--- src/dlps_pkg.sv ---
`default_nettype none
package dlps_pkg;

	localparam int SAMPLE_BITS = 24;
	localparam int FRAC_BITS = 16;
	localparam int STEP_BITS = 18;
	localparam int STORE_DEPTH_DEF = 480;
	localparam logic [STEP_BITS-1:0] STEP_RESET = 18'd65536;

	typedef struct packed {
		logic signed [SAMPLE_BITS-1:0] left_in;
		logic signed [SAMPLE_BITS-1:0] right_in;
		logic                          frame_last;
	} in_item_t;

	typedef struct packed {
		logic signed [SAMPLE_BITS-1:0] left_out;
		logic signed [SAMPLE_BITS-1:0] right_out;
		logic                          frame_last_out;
	} out_item_t;

endpackage
`default_nettype wire

--- src/dlps_lane.sv ---
`default_nettype none
module dlps_lane (
	input  wire logic                                         clk,
	input  wire logic                                         en,
	input  wire logic signed [dlps_pkg::SAMPLE_BITS-1:0]      a,
	input  wire logic signed [dlps_pkg::SAMPLE_BITS-1:0]      b,
	input  wire logic                                         a_ok,
	input  wire logic                                         b_ok,
	input  wire logic        [dlps_pkg::FRAC_BITS-1:0]        frac,
	output logic signed      [dlps_pkg::SAMPLE_BITS-1:0]      mix
);

	localparam int SB = dlps_pkg::SAMPLE_BITS;
	localparam int FB = dlps_pkg::FRAC_BITS;
	localparam int PW = SB + FB + 2;

	logic signed [SB-1:0] a_eff;
	logic signed [SB-1:0] b_eff;
	logic        [FB:0]   wa;
	logic signed [PW-1:0] prod_a_s2;
	logic signed [PW-1:0] prod_b_s2;
	logic signed [PW:0]   sum;

	assign a_eff = a_ok ? a : '0;
	assign b_eff = b_ok ? b : '0;
	assign wa = (FB+1)'(1 << FB) - {1'b0, frac};

	always_ff @(posedge clk) begin
		if (en) begin
			prod_a_s2 <= PW'(a_eff * $signed({1'b0, wa}));
			prod_b_s2 <= PW'(b_eff * $signed({2'b00, frac}));
		end
	end

	// The weights add up to one, so the rounded mix stays in sample range.
	assign sum = (PW+1)'(prod_a_s2) + (PW+1)'(prod_b_s2) + (PW+1)'(1 << (FB - 1));
	assign mix = sum[SB+FB-1:FB];

endmodule
`default_nettype wire

--- config.mk ---
export PLATFORM = sky130hd
export DESIGN_NAME = dlps_lane
export DESIGN_NICKNAME = d
export VERILOG_FILES = /design/src/dlps_pkg.sv /design/src/dlps_lane.sv
export SDC_FILE = /design/constraint.sdc
export NUM_CORES = 2
export LEC_CHECK = 0
export BUFFER_PORTS_ARGS = -buffer_cell sky130_fd_sc_hd__buf_2
export CORE_MARGIN = 4
export CORE_UTILIZATION = 50
export DETAILED_ROUTE_END_ITERATION = 10
export GPL_ROUTABILITY_DRIVEN = 0
export GPL_TIMING_DRIVEN = 0
export PLACE_DENSITY = 0.63
export SLEW_MARGIN = 20
export SYNTH_ARGS = -nofsm -noshare
export SYNTH_HDL_FRONTEND = slang
export SYNTH_SLANG_ARGS = --single-unit
--- constraint.sdc ---
create_clock -name clk -period 10 [get_ports clk]
set_clock_uncertainty 0.1 [all_clocks]
set_input_delay 1 -clock clk [delete_from_list [all_inputs] [get_ports clk]]
set_output_delay 1 -clock clk [all_outputs]
set_load 0.01 [all_outputs]
Yosys cells after proc, flatten, opt, wreduce, memory -nomap -nowiden:

Cells that the tools add are included.

* flip-flop bits (word level): 80

* multipliers: 2
* multiplexer cells: 2
* add/subtract/negate cells: 3

Operators by type and width (count)
* two-way mux 24 bit: 2
* adder 40 x 17 -> 40 bit (second input constant): 1
* adder 40 bit: 1
* multiplier 24 x 17 -> 40 bit: 1
* multiplier 24 x 18 -> 40 bit: 1
* subtractor 17 x 16 -> 17 bit (first input constant): 1

Longest topological paths before layout:

* depth in word-level cells: 2
* gate-level depth with buffers: 35
* mapped depth without buffers: 32

Worst setup path after synthesis:

OpenSTA, ideal clock, no wires.

* path type: input -> register
* start: input frac[3] (netlist bit)
* end: register prod_a_s2[39], data pin
* stages on the path: 30
* data required time: 9.640 ns
* buffers on the path: 3
* path slack: 1.046 ns
* arrival: 8.594 ns
* path through: buf_4 nor3_4 nand2b_2 nor4_4 nand2b_1 or4_4 or3_1 buf_6 xor2_1 clkbuf_1 nand2_1 fa_1 inv_1 fa_1 fa_1 fa_1 fa_1 fa_1 ha_1 a21o_1 a21oi_1 o21bai_1 a21o_1 a221o_1 a31oi_1 o21ai_1 a2111oi_1 o31ai_1 a21oi_1 xnor2_1

* word-level cells in the longest chain between the ends: 2

RTL lines
* from (decl): line dlps_lane.sv:9 `input wire logic [dlps_pkg::FRAC_BITS-1:0] frac,`
* subtractor 17 x 16 -> 17 bit: line dlps_lane.sv:26 `assign wa = (FB+1)'(1 << FB) - {1'b0, frac};`
* multiplier 24 x 18 -> 40 bit: line dlps_lane.sv:30 `prod_a_s2 <= PW'(a_eff * $signed({1'b0, wa}));`
* to (signal assigned): line dlps_lane.sv:30
* to (decl): line dlps_lane.sv:20 `logic signed [PW-1:0] prod_a_s2;`

No other way between the ends.
A chain may end at the register's enable or synchronous reset.

Worst setup path in the final report:

* start: input frac[5] (netlist bit)
* end: register prod_a_s2[39], data pin

The elaborated chain is that of the path after synthesis.

==> reports/metrics.yaml <==
dr.pass1.iters: 5
grt_pass1_vias: 25226
wl_per_cell_um: 19.05
cts_tree: "yes"
grt_max_degree: 55
async_reset_ff_share_pct: 0
numCtsBuffers: 9
vdd_ir_drop_max_mv: 0.4787
period_needed_ps: 9677
max_stage_delay_ps: 590
ant_nets: 0
seq_area_frac_synth_pct: 7.391
clock_sinks: 80
synthTopCellsByCount: "inv_1, fa_1, nand2_1"
fill_cells: 6034
power_leakage_nw: 17.81
synthFlopType: "edfxtp_1"
met3_usage_pct: 3.988
placedInstanceArea_mm2: 0.03402
whs_ps: 985.5
vias: 24343
critPathSlowestCell: "fa_1"
syn-num-nets: 4708
route.detailed.drc: 0
arrival_ps: 9680
area_delta_synth_final_pct: 6.236
rsz0062_at_grt: "false"
finalSetupViolCount: 0
final.setup.tns_ps: 0
p_per_area_mw_per_mm2: 294.0
die_w_um: 263.0
die_area_mm2: 0.06915
synth_top_area_share_pct: 46.87
yosysMostFrequentCell: "inv_1"
use_met1_pct: 36.26
critical_path.max_fanout: 10
seq_area_mm2: 0.002402
cts_hold_buf: 0
track_usage_pct: 25.71
pin_count: 92
yosysTopAreaCell: "fa_1"
max_cap_viol_count: 0
port_buffers: 81
nNetsFinal: 4804
grt_pass1_wl_um: 138800
synthTopCellsByArea: "fa_1, inv_1, ha_1"
worstMarginPinSlew_ps: 1137
cts.path.max_buffers: 2
synth_seq_cells: 80
num_rows: 93
status: "finished clean"
drtIter0Drc: 1856
multi_input_area_mm2: 0.02625
min_path_type: "in2reg"
ys_warn_count: 0
cp.required_ps: 10000
clockRootBuffer: "clkbuf_16"
antenna_found_initial: 5
startpoint_type: "input pin"
avgSynthCellArea_um2: 9.008
gr-total-overflow: 0
syn_area_mm2: 0.03250
ys_types: 65
power_w: 0.01015
path_class: "in2reg"
synth-edff-count: 80
totalWireLength_um: 86950
fp.dieH_um: 263.0
busiest_layer: "met2"
maxSlewViolCount: 0
start_util_pct: 50.51
synthCells: 3608
drive_gt1_share_pct: 4.233
cp_common_cell: "fa_1"
hold_viol: 0
post-route-period-util_pct: 96.77
dp_hpwl_um: 75480
via_per_inst: 5.333
cp-end-kind: "flip-flop"
slew_headroom_pct: 23.69
core_area_mm2: 0.06435
met2_usage_pct: 41.66
cts.reportedPaths.clkPinSlew_ps: 60
finish.instance_area_mm2: 0.03453
fmax_ghz: 0.1033
htreeDepth: 3
-- cell type report --
cell class,instances,share of cell area [%]
Tap cell,855,3.098
Inverter,908,9.871
Buffer,152,1.776
Multi-Input combinational cell,2467,76.02
Clock inverter,7,0.2718
Sequential cell,80,6.957
Clock buffer,9,0.6522
Timing Repair Buffer,86,1.348
Antenna cell,1,0.007247
-- layer usage --
| metal | share of wire [%] | wire [um] | vias up |
|---|---|---|---|
| met3 | 6.9 | 6033 | 192 |
| met4 | 3.7 | 3235 | 4 |
| li1 | - | - | 10923 |
| met1 | 42 | 36710 | 12342 |
| met2 | 47 | 40940 | 882 |
| met5 | 0.031 | 27 | - |
-- registers in the layout (all words and copies together), names as in the netlist --
register	cells
prod_b_s2	40
prod_a_s2	40
-- worst max-delay path, delay by kind of cell --
family                     cells  cell delay (ps)
adders and majority gates      7             3340
AOI/OAI and AO/OA             10             2280
and+or+nand+nor                6             1590
buffers and inverters          4              940
xor gates and xnor gates       2              480
-- worst paths after layout --
kind	from	end	slack, ps	cells past startpoint
hold / removal	b[0]	prod_b_s2[0]	990	2
setup / recovery	frac[5]	prod_a_s2[39]	320	29
-- cell usage in the layout (no fill, tap or decap), drive strengths merged, types with 17 or more instances in the layout --
master,Yosys,layout
fa,761,761
edfxtp,80,80
and3,153,153
o21a,17,17
buf,7,93
xnor2,86,86
xor2,40,40
o21ai,49,49
nor2,213,213
clkbuf,146,154
nand2,536,536
ha,271,271
nor3,20,20
a21oi,74,74
and2,51,51
nand3,26,26
inv,908,909
a21o,35,35
-- cells by family (layout without fill, tap and decap cells) --
logic type	Yosys count	after routing	share of synthesized area, %
buffers and inverters	1061	1162	12.32
DFF	80	80	7.391
xor gates and xnor gates	126	126	3.395
AOI/OAI and AO/OA	242	242	4.797
adders and majority gates	1032	1032	57.30
muxes	1	1	0.03080
and+or+nand+nor	1066	1066	14.76
other	0	1	0
-- report_power, final --
part | switching, W | internal (W) | leakage (nW) | total [W]
logic | 0.00511 | 0.00373 | 16.9 | 0.00884
clock network | 0.000140 | 0.000219 | 0.153 | 0.000358
registers | 0.0000586 | 0.000898 | 0.782 | 0.000956
-- what timing repair did --
item	in CTS	in global routing
hold endpoints to repair	0	0
setup endpoints to repair	11	9
pin swaps	0	2
setup buffers	0	4
gates resized for setup	19	25
-- stage by stage --
| stage | cells | util [%] | setup slack (ps) |
|---|---|---|---|
| floorplan | 3608 | - | 1046 |
| global placement | 4544 | 52.80 | -1029 |
| detailed placement | 4545 | 52.87 | -1094 |
| CTS | 4560 | 53.53 | 106.6 |
| global route | 4564 | 53.66 | 1.772 |
| finish | 4565 | 53.66 | 322.5 |
No activity file was read; power rests on OpenSTA's default activity.
