[src/dlps_pkg.sv]
`default_nettype none
package dlps_pkg;

	localparam int SAMPLE_BITS = 24;
	localparam int FRAC_BITS = 16;
	localparam int STEP_BITS = 18;
	localparam int STORE_DEPTH_DEF = 480;
	localparam logic [STEP_BITS-1:0] STEP_RESET = 18'd65536;

	typedef struct packed {
		logic signed [SAMPLE_BITS-1:0] left_in;
		logic signed [SAMPLE_BITS-1:0] right_in;
		logic                          frame_last;
	} in_item_t;

	typedef struct packed {
		logic signed [SAMPLE_BITS-1:0] left_out;
		logic signed [SAMPLE_BITS-1:0] right_out;
		logic                          frame_last_out;
	} out_item_t;

endpackage
`default_nettype wire

[src/dlps_merge.sv]
`default_nettype none
module dlps_merge (
	input  wire logic                                     clk,
	input  wire logic                                     arst_n,
	input  wire logic                                     valid_s2,
	input  wire logic signed [dlps_pkg::SAMPLE_BITS-1:0]  left_mix,
	input  wire logic signed [dlps_pkg::SAMPLE_BITS-1:0]  right_mix,
	input  wire logic                                     last_s2,
	input  wire logic                                     dst_ready,
	output logic                                          dst_valid,
	output dlps_pkg::out_item_t                           dst_item,
	output logic                                          advance
);

	logic                valid_q;
	dlps_pkg::out_item_t item_q;

	assign advance = !valid_q || dst_ready;
	assign dst_valid = valid_q;
	assign dst_item = item_q;

	always_ff @(posedge clk or negedge arst_n) begin
		if (!arst_n) begin
			valid_q <= 1'b0;
		end else if (advance) begin
			valid_q <= valid_s2;
		end
	end

	always_ff @(posedge clk) begin
		if (advance && valid_s2) begin
			item_q.left_out <= left_mix;
			item_q.right_out <= right_mix;
			item_q.frame_last_out <= last_s2;
		end
	end

endmodule
`default_nettype wire

[config.mk]
export PLATFORM = sky130hd
export DESIGN_NAME = dlps_merge
export DESIGN_NICKNAME = d
export VERILOG_FILES = /design/src/dlps_pkg.sv /design/src/dlps_merge.sv
export SDC_FILE = /design/constraint.sdc
export NUM_CORES = 1
export LEC_CHECK = 0
export ABC_AREA = 1
export BUFFER_PORTS_ARGS = -buffer_cell sky130_fd_sc_hd__buf_4
export CAP_MARGIN = 25
export CORE_MARGIN = 3
export CORE_UTILIZATION = 25
export CTS_CLUSTER_DIAMETER = 30
export DETAILED_ROUTE_END_ITERATION = 12
export PLACE_DENSITY = 0.61
export SYNTH_ARGS = -nofsm -noshare
export SYNTH_HDL_FRONTEND = slang
export SYNTH_SLANG_ARGS = --single-unit
export TNS_END_PERCENT = 100
[constraint.sdc]
create_clock -name clk -period 7.1 [get_ports clk]
set_input_delay 1.42 -clock clk [delete_from_list [all_inputs] [get_ports clk]]
set_output_delay 1.42 -clock clk [all_outputs]
set_load 0.005 [all_outputs]
=== Yosys cells after proc, flatten, opt, wreduce, memory -nomap -nowiden ===
Index checks and enable logic that the tools add are counted.

* Register bits after elaboration: 50

* Reductions and logical operators: 3

{| class="wikitable"
|+ Operators with widths
! operator !! number
|-
| 1-bit logical AND || 1
|-
| 1-bit zero test || 1
|-
| 1-bit logical OR || 1
|}

=== Longest topological paths before layout ===
Gate-level depths: netlist of the first run.

* Word-level depth: 3
* Gate-level depth with buffers: 3

=== Worst setup path after synthesis of the first run ===
Ideal clock, no wire load.

* Path kind: in2reg
* From: input port valid_s2
* To: register item_q, in the netlist dst_item[0] (enable)
* Stages: 2
* Setup time: 472 ps
* Path buffers: 0
* Arrival: 3,852 ps
* Setup slack: 2,776 ps
* Path through: inv_1 a21oi_1

* Longest elaborated chain between the ends: 1

{| class="wikitable"
|+ RTL lines
! what !! RTL line !! text
|-
| start, declared || dlps_merge.sv:5 || <nowiki>input wire logic valid_s2,</nowiki>
|-
| 1-bit logical AND || dlps_merge.sv:31 || <nowiki>if (advance && valid_s2) begin</nowiki>
|-
| end, declared || dlps_merge.sv:16 || <nowiki>dlps_pkg::out_item_t item_q;</nowiki>
|}

Every way passes these cells.
A chain may end at the register's enable or synchronous reset.

=== Final worst setup path of the first run ===
* From: input port dst_ready
* To: output port advance

* Longest elaborated chain between the ends: 1

{| class="wikitable"
|+ RTL lines
! what !! RTL line !! text
|-
| start, declared || dlps_merge.sv:9 || <nowiki>input wire logic dst_ready,</nowiki>
|-
| 1-bit logical OR || dlps_merge.sv:18 || <nowiki>assign advance = !valid_q || dst_ready;</nowiki>
|-
| end, declared || dlps_merge.sv:12 || <nowiki>output logic advance</nowiki>
|}

Every way passes these cells.

==> parameters.txt, run 1 <==
Parameter                              Value

Route
  Routed vias    approximately 900
  Met2 Wirelength    1.71 mm
  First-iteration detailed-routing DRC count    12
  Vias per inst    around 3.8
  Number of nets still failing antenna checks after routing    0
  Wire length on met1    between 1 and 1.5 mm
  Average routed wire per standard cell    approximately 14 um
  Top routing layer in use    met4
  Met3 WL post-DR    387 um
  Iteration count of the initial detailed-routing pass    2
  Routed WL    3.28 mm
  Detailed-route DRC error count    0

Worst hold path
  Hold Path Class    flop to flop
  Min-delay src    dst_valid

Place
  Number of input and output port buffers inserted    103
  Placed standard-cell area    0.00240 sq mm
  GPL Wtd Cong    approximately 0.70
  DP Worst Slack    between 3000 and 4000 ps
  Placed Cells incl. Taps    231

Setup path
  Critical path fanouts, max    2
  Internal reg-to-reg setup slack    ~5600 ps
  Beginning of the critical path    dst_ready
  Type of the setup path with the least slack    primary input to output pin
  Critical Path Source Type    primary input
  Startpoint of the worst-slack reg-to-reg timing path    dst_valid
  Critical Path Sink Type    output pin
  Data required time of the critical path    5680 ps
  Crit path DAT    1840 ps

Global routing
  Global-route wire length before repair    5.15 mm
  Overflow after GRT    0
  Via count of the first global-routing pass    1025
  Number of antenna violations at the first check in global routing    0
  Global-route total usage across every layer    0.0973
  Largest net degree at the start of global routing    50

Clock tree
  Post-cts gate resize count    0
  Maximum count of clock buffers along a single path    2
  Clock transition at the registers of the reported paths    80 ps
  Root buffer cell    clkbuf_8
  TritonCTS Buffers    5
  Clock tree from TritonCTS    yes
  Number of post-CTS setup repair buffers    0
  Clock Sinks    50
  Number of H-tree levels    2
  Count of hold-fix buffers inserted at cts    0
  Clk_lat worst skew    290 ps

STA
  Post-route setup TNS    0 ps
  Final worst-path cycle share    0.459
  Fin Clk Skew    between 6 and 7 ps
  Tightest slew margin relative to the limit    0.614
  Fin. Hold Viols    0
  Final setup slack of the worst path    3840 ps
  Post-route minimum period    3260 ps
  Final-report setup violation count    0
  Highest clock rate    307 MHz
  Transition time of the tightest slew-check pin    between 500 and 600 ps
  RSZ-0062 raised after global routing    no
  Max-slew violation count    0

Job
  Number of maximum-capacitance violations    0

Finish
  Count of placed standard cells in the final layout, fillers left out    239
  Nets@finish    219
  Number of filler instances in the final layout    541
  Area growth from synthesis to final layout    63.4%
  Final standard cell area without fillers    between 0.002 and 0.0025 sq mm
  Fraction of final layout cells sized beyond drive strength 1    0.659
  # diodes    0

Yosys
  Yosys warns    0
  Synth async-reset ratio    0.0200
  Syn Std Cell Area    ~0.0015 sq mm
  Leading cell type by number of instances after synthesis    edfxtp_1
  Synth top area cells    edfxtp_1 97%, dfrtp_1 1.7%, inv_1 0.50%
  Cell variety after synth    5
  FF+latch count, synth    50
  Area fraction of the dominant cell type after synthesis    0.970
  EDFF count, synth    49
  Leading post-synthesis cells by instance count    49 x edfxtp_1, 2 x inv_1, 2 x nand2_1
  Cell type contributing the most total cell area after synthesis    edfxtp_1
  Post-synthesis sequential area ratio    0.987
  Syn nets    around 110
  Synthesized instance count    55
  Syn Area/Cell    27.6 sq um
  Most common flop cell mapped by yosys    edfxtp_1

Power
  Max rail drop VDD    roughly 90 uV
  Part of the power in registers    0.626
  Leakage component of the power    1.04 nW
  Clk network pwr share    0.274
  Power per cell area    224 mW/mm^2
  Power dissipated by switching net loads    around 0.11 mW
  Sum of internal, switching and leakage power    0.556 mW
  Sw Ratio    0.191
  Internal portion of total power    about 0.45 mW
  Proportion of power drawn by combinational gates    0.100

Floorplanning
  I/O pin total    about 100
  Horizontal die dimension    83.9 um
  Placement row count    27
  Core ar.    between 0.005 and 0.006 sq mm
  Die footprint    approximately 0.007 sq mm
  Die Ht    83.9 um
  Starting Density    0.267

Status
  Outcome    finished clean
placed cells by master, fill, tap and decap left out:
master / n
inv_1: 2
clkbuf_1: 3
buf_4: 104
clkbuf_8: 5
dfrtp_1: 1
a21oi_4: 1
edfxtp_1: 49
nand2_1: 2
stage by stage:
| step | util | hold slack, ps |
|---|---|---|
| 2_1_floorplan | - | 528 |
| 3_3_place_gp | 0.423 | 569 |
| 3_5_place_dp | 0.423 | 601 |
| 4_1_cts | 0.437 | 626 |
| 5_1_grt | 0.437 | 668 |
| 6_report | 0.437 | 615 |
state kept, by name, summed over array words and instances (netlist names):
register	count
dst_valid	1
dst_item	49
layer usage:
layer,GRT usage,vias up
met5,0,-
met1,0.0975,408
met2,0.168,62
li1,-,435
met4,0.0263,0
met3,0.0612,4
worst max-delay path: stages:
cell and delay [ps]:
buf_4 100, inv_1 100, nand2_1 80, buf_4 140
path summary, 6_finish.rpt:
check	to	cells after the start
setup reg to reg	dst_item[38]	2
max in group asynchronous	dst_valid	1
min in group asynchronous	dst_valid	1
setup / recovery	advance	4
hold reg to reg	dst_valid	2
hold / removal	dst_valid	2
power groups by stage:
stage / combinational, mW / clock [mW] / sequential, mW
after floorplan: 0.00593 / 0 / 0.358
final: 0.0555 / 0.152 / 0.348
after detailed placement: 0.0574 / 0 / 0.355
after global placement: 0.0559 / 0 / 0.355
after global routing: 0.0606 / 0.181 / 0.350
after CTS: 0.0573 / 0.161 / 0.348
cell type report:
class | instances | area [sq um] | share of cell area
sequential | 50 | 1500 | 0.604
timing repair buffer | 104 | 781 | 0.315
tap | 72 | 90.1 | 0.0363
clock buffer | 8 | 80.1 | 0.0323
multi-input combinational | 3 | 23.8 | 0.00959
inverter | 2 | 7.51 | 0.00303
logic make-up (layout without fill, tap and decap cells):
family	count (synthesis)	in the layout	synth area share
DFF	50	50	0.987
AOI/OAI and AO/OA	1	1	0.00330
buffers and inverters	2	114	0.00495
and+or+nand+nor	2	2	0.00495
Power figures use the tool's default switching activity.
==> run 2, diff against run 1 <==
- ABC_AREA: 1 -> 0
- PLACE_DENSITY: 0.61 -> 0.63
- clock period: 7.1 -> 2.71 ns (I/O delays scaled with it)
==> run 2 against run 1 <==
Non-clock buffer count stayed put. Flip-flop and latch count stayed put. Cell area is 0.20% higher. Synthesized cell count is 3.6% lower. Hold slack worse by 200 ps. Global-route usage is 0.42 points lower. Final cell count is 0.84% lower. Sequential share of layout area is 0.12 points lower. Routed wire length is 2.0% lower. Clock skew is 3.5 ps lower. Core utilization is 0.17 points lower. Highest routed layer is now met3. Register-to-register slack worse by 4400 ps.
==> parameters.txt, run 2 <==
Parameter                              Value

Setup path
  Data required time of the critical path    2170 ps (was 5680 ps)
  Critical Path Source Type    primary input (unchanged)
  Critical Path Sink Type    output pin (unchanged)
  Internal reg-to-reg setup slack    1270 ps (was 5630 ps)
  Critical path fanouts, max    3 (was 2)
  Max incr delay on CP    130 ps (was 140 ps)
  Worst-path cell with the longest stage delay    nand2b_4 (was buf_4)
  Type of the setup path with the least slack    primary input to output pin (unchanged)
  Family with the most delay on the worst path    buffers and inverters (unchanged)
  Cell-by-cell trace of the critical path    buf_4 -> nand2b_4 -> buf_4 (was buf_4 -> inv_1 -> nand2_1 -> buf_4)
  CP dominant cell by count    buf_4 (unchanged)
  Count of buffering cells on the critical path with inverters included    2 (was 3)
  Crit path DAT    910 ps (was 1840 ps)

Power
  Sum of internal, switching and leakage power    1.47 mW (was 0.556 mW)
  Leakage component of the power    1.03 nW (was 1.04 nW)
  Power per cell area    591 mW/mm^2 (was 224 mW/mm^2)
  Max rail drop VDD    320 uV (was 91.9 uV)

Yosys
  Cell variety after synth    5 (unchanged)
  Synth top area cells    edfxtp_1 96%, dfrtp_1 1.6%, nand2b_4 0.90% (was edfxtp_1 97%, dfrtp_1 1.7%, inv_1 0.50%)
  FF+latch count, synth    50 (unchanged)
  Area fraction of the dominant cell type after synthesis    0.965 (was 0.970)
  Syn Area/Cell    28.8 sq um (was 27.6 sq um)
  Syn Std Cell Area    0.00153 sq mm (was 0.00152 sq mm)
  Synth async-reset ratio    0.0200 (unchanged)
  Cell type contributing the most total cell area after synthesis    edfxtp_1 (unchanged)
  Leading post-synthesis cells by instance count    49 x edfxtp_1, 1 x and2_4, 1 x dfrtp_1, 1 x nand2b_1, 1 x nand2b_4 (was 49 x edfxtp_1, 2 x inv_1, 2 x nand2_1)
  Yosys warns    0 (unchanged)
  Leading cell type by number of instances after synthesis    edfxtp_1 (unchanged)
  Syn nets    106 (was 108)
  Post-synthesis sequential area ratio    0.981 (was 0.987)
  Synthesized instance count    53 (was 55)
  Most common flop cell mapped by yosys    edfxtp_1 (unchanged)
  EDFF count, synth    49 (unchanged)

STA
  RSZ-0062 raised after global routing    no (unchanged)
  Transition time of the tightest slew-check pin    618 ps (was 580 ps)
  Highest clock rate    between 600 and 700 MHz
  Fin. Hold Viols    0 (unchanged)
  Final setup slack of the worst path    1250 ps (was 3840 ps)
  Post-route minimum period    ~1500 ps
  Fin Clk Skew    2.73 ps (was 6.19 ps)
  Max-slew violation count    0 (unchanged)
  Final worst-path cycle share    0.538
  Tightest slew margin relative to the limit    0.588 (was 0.614)
  Post-route setup TNS    0 ps (unchanged)
  Final-report setup violation count    0 (unchanged)

Clock tree
  TritonCTS Buffers    5 (unchanged)
  Maximum count of clock buffers along a single path    2 (unchanged)
  Clock Sinks    50 (unchanged)
  Number of H-tree levels    2 (unchanged)
  Number of post-CTS setup repair buffers    0 (unchanged)
  Clock transition at the registers of the reported paths    90 ps (was 80 ps)
  Clock tree from TritonCTS    yes (unchanged)
  Clk_lat worst skew    290 ps (about the same)
  Root buffer cell    clkbuf_8 (unchanged)

Floorplanning
  I/O pin total    104 (unchanged)
  Die footprint    0.00707 sq mm (was 0.00704 sq mm)
  Core ar.    0.00571 sq mm (was 0.00568 sq mm)
  Placement row count    27 (unchanged)
  Die Ht    84.1 um (was 83.9 um)
  Starting Density    0.267 (about the same)
  Horizontal die dimension    84.1 um (was 83.9 um)

Finish
  Final standard cell area without fillers    0.00248 sq mm (about the same)
  Area growth from synthesis to final layout    62.8% (was 63.4%)
  Leading cell type in the layout, fill and taps excluded    buf_4 (unchanged)
  Nets@finish    217 (was 219)
  Most frequent cells in the layout    103 x buf_4, 49 x edfxtp_1, 5 x clkbuf_8 (was 104 x buf_4, 49 x edfxtp_1, 5 x clkbuf_8)
  Core Util, Final    0.435 (was 0.437)
  Max FFs per register    49 (unchanged)
  Fraction of final layout cells sized beyond drive strength 1    0.679 (was 0.659)
  # diodes    0 (unchanged)

Global routing
  Global-route wire length before repair    5.18 mm (was 5.15 mm)
  Largest net degree at the start of global routing    50 (unchanged)
  Via count of the first global-routing pass    1036 (was 1025)
  Number of antenna violations at the first check in global routing    0 (unchanged)
  Global-route total usage across every layer    0.0931 (was 0.0973)
  Overflow after GRT    0 (unchanged)

Route
  Met2 Wirelength    1.69 mm (was 1.71 mm)
  Met3 WL post-DR    354 um (was 387 um)
  First-iteration detailed-routing DRC count    23 (was 12)
  Wire length on met1    1.17 mm (was 1.16 mm)
  Iteration count of the initial detailed-routing pass    4 (was 2)
  Detailed-route DRC error count    0 (unchanged)
  Number of nets still failing antenna checks after routing    0 (unchanged)
  Average routed wire per standard cell    13.6 um (was 13.7 um)
  Top routing layer in use    met3 (was met4)
  Vias per inst    3.85 (was 3.80)
  Routed vias    913 (was 909)
  Routed WL    3.22 mm (was 3.28 mm)

Place
  GPL Wtd Cong    0.624 (was 0.704)
  Number of input and output port buffers inserted    103 (unchanged)
  Placed standard-cell area    0.00239 sq mm (was 0.00240 sq mm)
  DP Worst Slack    1010 ps (was 3840 ps)

Job
  Number of maximum-capacitance violations    0 (unchanged)

Status
  Outcome    finished clean (unchanged)

Worst hold path
  Hold Path Class    primary input to flop (was flop to flop)
## run 2: changes by cell type in the layout (fill, tap and decap cells not counted), sizes merged
cell         before  now
clkbuf            8    5
clkinv            0    2
inv               2    0
nand2             2    0
nand2b            0    2
a21oi             1    0
and2              0    1
buf             104  103
clkinvlp          0    1
dlygate4sd3       0    1
## run 2: what timing repair did
action                                 4_1_cts  5_1_grt
hold buffers                                 1        0
endpoints found under the hold margin        1        0
gates resized for setup                      0        0
## run 2: stage by stage
step	std cells	hold WS (ps)
after floorplan	53	246
after global placement	228	317
after detailed placement	228	318
after CTS	237	402
after global routing	237	391
final	237	418
## run 2: worst paths after layout
| kind | from | endpoint | cells after the start |
|---|---|---|---|
| min in group asynchronous | arst_n | dst_valid | 2 |
| worst max-delay path | dst_ready | advance | 3 |
| worst max register to register | dst_valid | dst_item[41] | 2 |
| max in group asynchronous | arst_n | dst_valid | 2 |
| worst min-delay path | left_mix[4] | dst_item[29] | 1 |
| worst min register to register | dst_valid | dst_valid | 2 |
## run 2: per-layer routing
metal,track usage,vias to the layer above
met2,0.160,62
met5,0,-
li1,-,429
met1,0.106,422
met4,0.0219,0
met3,0.0415,0
## run 2: power breakdown
group          switching [mW]  internal [mW]
sequential             0.0115          0.900
combinational          0.0491         0.0961
clock                   0.234          0.177
total                   0.294           1.17
## run 2: logic make-up (layout without fill, tap and decap cells)
kind of cell	count (synthesis)	after routing	share of synthesized area
flops	50	50	0.981
simple gates	3	3	0.0189
buf+inv	0	112	0
## run 2: area by class of cell
type | count | area (sq um)
Fill cell | 527 | 3230
Sequential cell | 50 | 1500
Timing Repair Buffer | 104 | 783
Tap cell | 72 | 90.1
Clock buffer | 5 | 68.8
Multi-Input combinational cell | 3 | 28.8
Clock inverter | 3 | 16.3
## run 2: worst reg2reg max path, cell delays in order, from the launching register on
cell and delay, ps:
dfrtp_1 420, nand2b_4 90, and2_4 530
==> run 3, diff against run 2 <==
- PLACE_DENSITY: 0.63 -> 0.61
- clock period: 2.71 -> 1.5 ns (I/O delays scaled with it)
==> run 3 against run 2 <==
Clock skew is 3.3 ps higher. Routed wire length is 8.1% higher. Core utilization is 0.90 points higher. Clock-buffer cell count stayed put. Via count is 2.3% higher. Global-route usage is 0.68 points higher. Combinational power is 91% higher.
==> parameters.txt, run 3 (synthesis gave the netlist of run 2 again) <==
Parameter                              Value

Floorplanning
  Horizontal die dimension    84.1 um (unchanged)
  I/O pin total    104 (unchanged)
  Die footprint    0.00707 sq mm (unchanged)
  Placement row count    27 (unchanged)
  Starting Density    0.267 (unchanged)
  Die Ht    84.1 um (unchanged)
  Core ar.    0.00571 sq mm (unchanged)

STA
  RSZ-0062 raised after global routing    no (unchanged)
  Fin. Hold Viols    0 (unchanged)
  Final setup slack of the worst path    282 ps (was 1250 ps)
  Post-route setup TNS    0 ps (unchanged)
  Tightest slew margin relative to the limit    0.857 (was 0.588)
  Fin Clk Skew    6.07 ps (was 2.73 ps)
  Final-report setup violation count    0 (unchanged)
  Transition time of the tightest slew-check pin    215 ps (was 618 ps)
  Final worst-path cycle share    0.812
  Post-route minimum period    1220 ps
  Highest clock rate    a little over 800 MHz
  Max-slew violation count    0 (unchanged)

Worst hold path
  Min-delay src    right_mix[5] (was left_mix[4])
  Hold Path Class    primary input to flop (unchanged)
  Cell depth of the worst min-delay path    1 (unchanged)

Clock tree
  Number of post-CTS setup repair buffers    0 (unchanged)
  Root buffer cell    clkbuf_8 (unchanged)
  Clock Sinks    50 (unchanged)
  Maximum count of clock buffers along a single path    2 (unchanged)
  Number of H-tree levels    2 (unchanged)
  Post-cts gate resize count    0 (unchanged)
  Clk_lat worst skew    290 ps (about the same)
  TritonCTS Buffers    5 (unchanged)
  Clock transition at the registers of the reported paths    90 ps (about the same)
  Clock tree from TritonCTS    yes (unchanged)

Setup path
  Critical path fanouts, max    40 (was 3)
  Startpoint of the worst-slack reg-to-reg timing path    dst_valid (unchanged)
  Type of the setup path with the least slack    flop to flop (was primary input to output pin)
  Critical Path Sink Type    flop (was output pin)
  Data required time of the critical path    1480 ps (was 2170 ps)
  Beginning of the critical path    dst_valid (was dst_ready)
  Crit path DAT    1200 ps (was 910 ps)
  Critical Path Source Type    flop (was primary input)
  Depth of the worst register-to-register path    3 (was 2)

Power
  Leakage component of the power    1.06 nW (was 1.03 nW)
  Max rail drop VDD    500 uV (was 320 uV)
  Power per cell area    1120 mW/mm^2 (was 591 mW/mm^2)

Global routing
  Number of antenna violations at the first check in global routing    0 (unchanged)
  Via count of the first global-routing pass    1069 (was 1036)
  Global-route wire length before repair    5.42 mm (was 5.18 mm)
  Largest net degree at the start of global routing    41 (was 50)
  Overflow after GRT    0 (unchanged)
  Global-route total usage across every layer    0.0998 (was 0.0931)

Place
  DP Worst Slack    299 ps (was 1010 ps)
  Number of input and output port buffers inserted    103 (unchanged)
  GPL Wtd Cong    0.717 (was 0.624)

Route
  Iteration count of the initial detailed-routing pass    4 (unchanged)
  Routed vias    934 (was 913)
  First-iteration detailed-routing DRC count    16 (was 23)
  Routed WL    3.47 mm (was 3.22 mm)
  Detailed-route DRC error count    0 (unchanged)
  Vias per inst    3.91 (was 3.85)
  Average routed wire per standard cell    14.5 um (was 13.6 um)
  Number of nets still failing antenna checks after routing    0 (unchanged)

Finish
  Area growth from synthesis to final layout    66.2% (was 62.8%)
  Fraction of final layout cells sized beyond drive strength 1    0.689 (was 0.679)
  Most frequent cells in the layout    104 x buf_4, 49 x edfxtp_1, 5 x clkbuf_8 (was 103 x buf_4, 49 x edfxtp_1, 5 x clkbuf_8)
  Core Util, Final    0.444 (was 0.435)
  Max FFs per register    49 (unchanged)
  Sequential cell area    0.00150 sq mm (unchanged)
  Number of filler instances in the final layout    503 (was 527)
  Leading cell type in the layout, fill and taps excluded    buf_4 (unchanged)
  Footprint of the multi-input gates    28.8 sq um (unchanged)
  Nets@finish    219 (was 217)
  # diodes    0 (unchanged)

Job
  Number of maximum-capacitance violations    0 (unchanged)

Status
  Outcome    finished clean (unchanged)
[run 3: through the flow]
stage	hold WS [ps]	area [sq um]	power, mW	instances
floorplan	4.41	1530	1.72	53
global placement	75.9	2420	1.95	230
detailed placement	76.6	2420	1.96	230
CTS	160	2530	2.88	239
global route	155	2530	2.96	239
finish	175	2530	2.83	239
[run 3: area by class of cell]
cell class              instances  area share
repair buffers                106       0.320
well taps                      72      0.0355
multi-input cells               3      0.0114
clock inverters                 3      0.0158
flip-flops and latches         50       0.590
clock buffers                   5      0.0271
[run 3: path summary, 6_finish.rpt]
kind                                 to  slack [ps]
setup / recovery           dst_item[37]         280
hold / removal              dst_item[6]         170
setup reg to reg           dst_item[37]         280
hold reg to reg               dst_valid         590
max in group asynchronous     dst_valid        1110
min in group asynchronous     dst_valid         310
[run 3: layer usage]
layer,vias up,wire length (um),GRT usage
met5,-,0,0
met2,63,1850,0.179
met3,6,490,0.0602
met1,431,1090,0.0959
li1,434,-,-
met4,0,42,0.0263
[run 3: power breakdown]
part | total (mW) | switching (mW) | internal (mW)
sequential | 1.65 | 0.0216 | 1.62
clock | 0.904 | 0.413 | 0.491
combinational | 0.277 | 0.0938 | 0.183
total | 2.83 | 0.528 | 2.30
[run 3: timing repair]
| action | in CTS | in global routing |
|---|---|---|
| hold buffers | 1 | 0 |
| hold endpoints to repair | 1 | 0 |
| endpoints found under the setup margin | 0 | 0 |
[run 3: worst max-delay path: stages (launching register included)]
cell,delay (ps)
dfrtp_1,430
nand2b_4,90
and2_4,150
buf_12,210
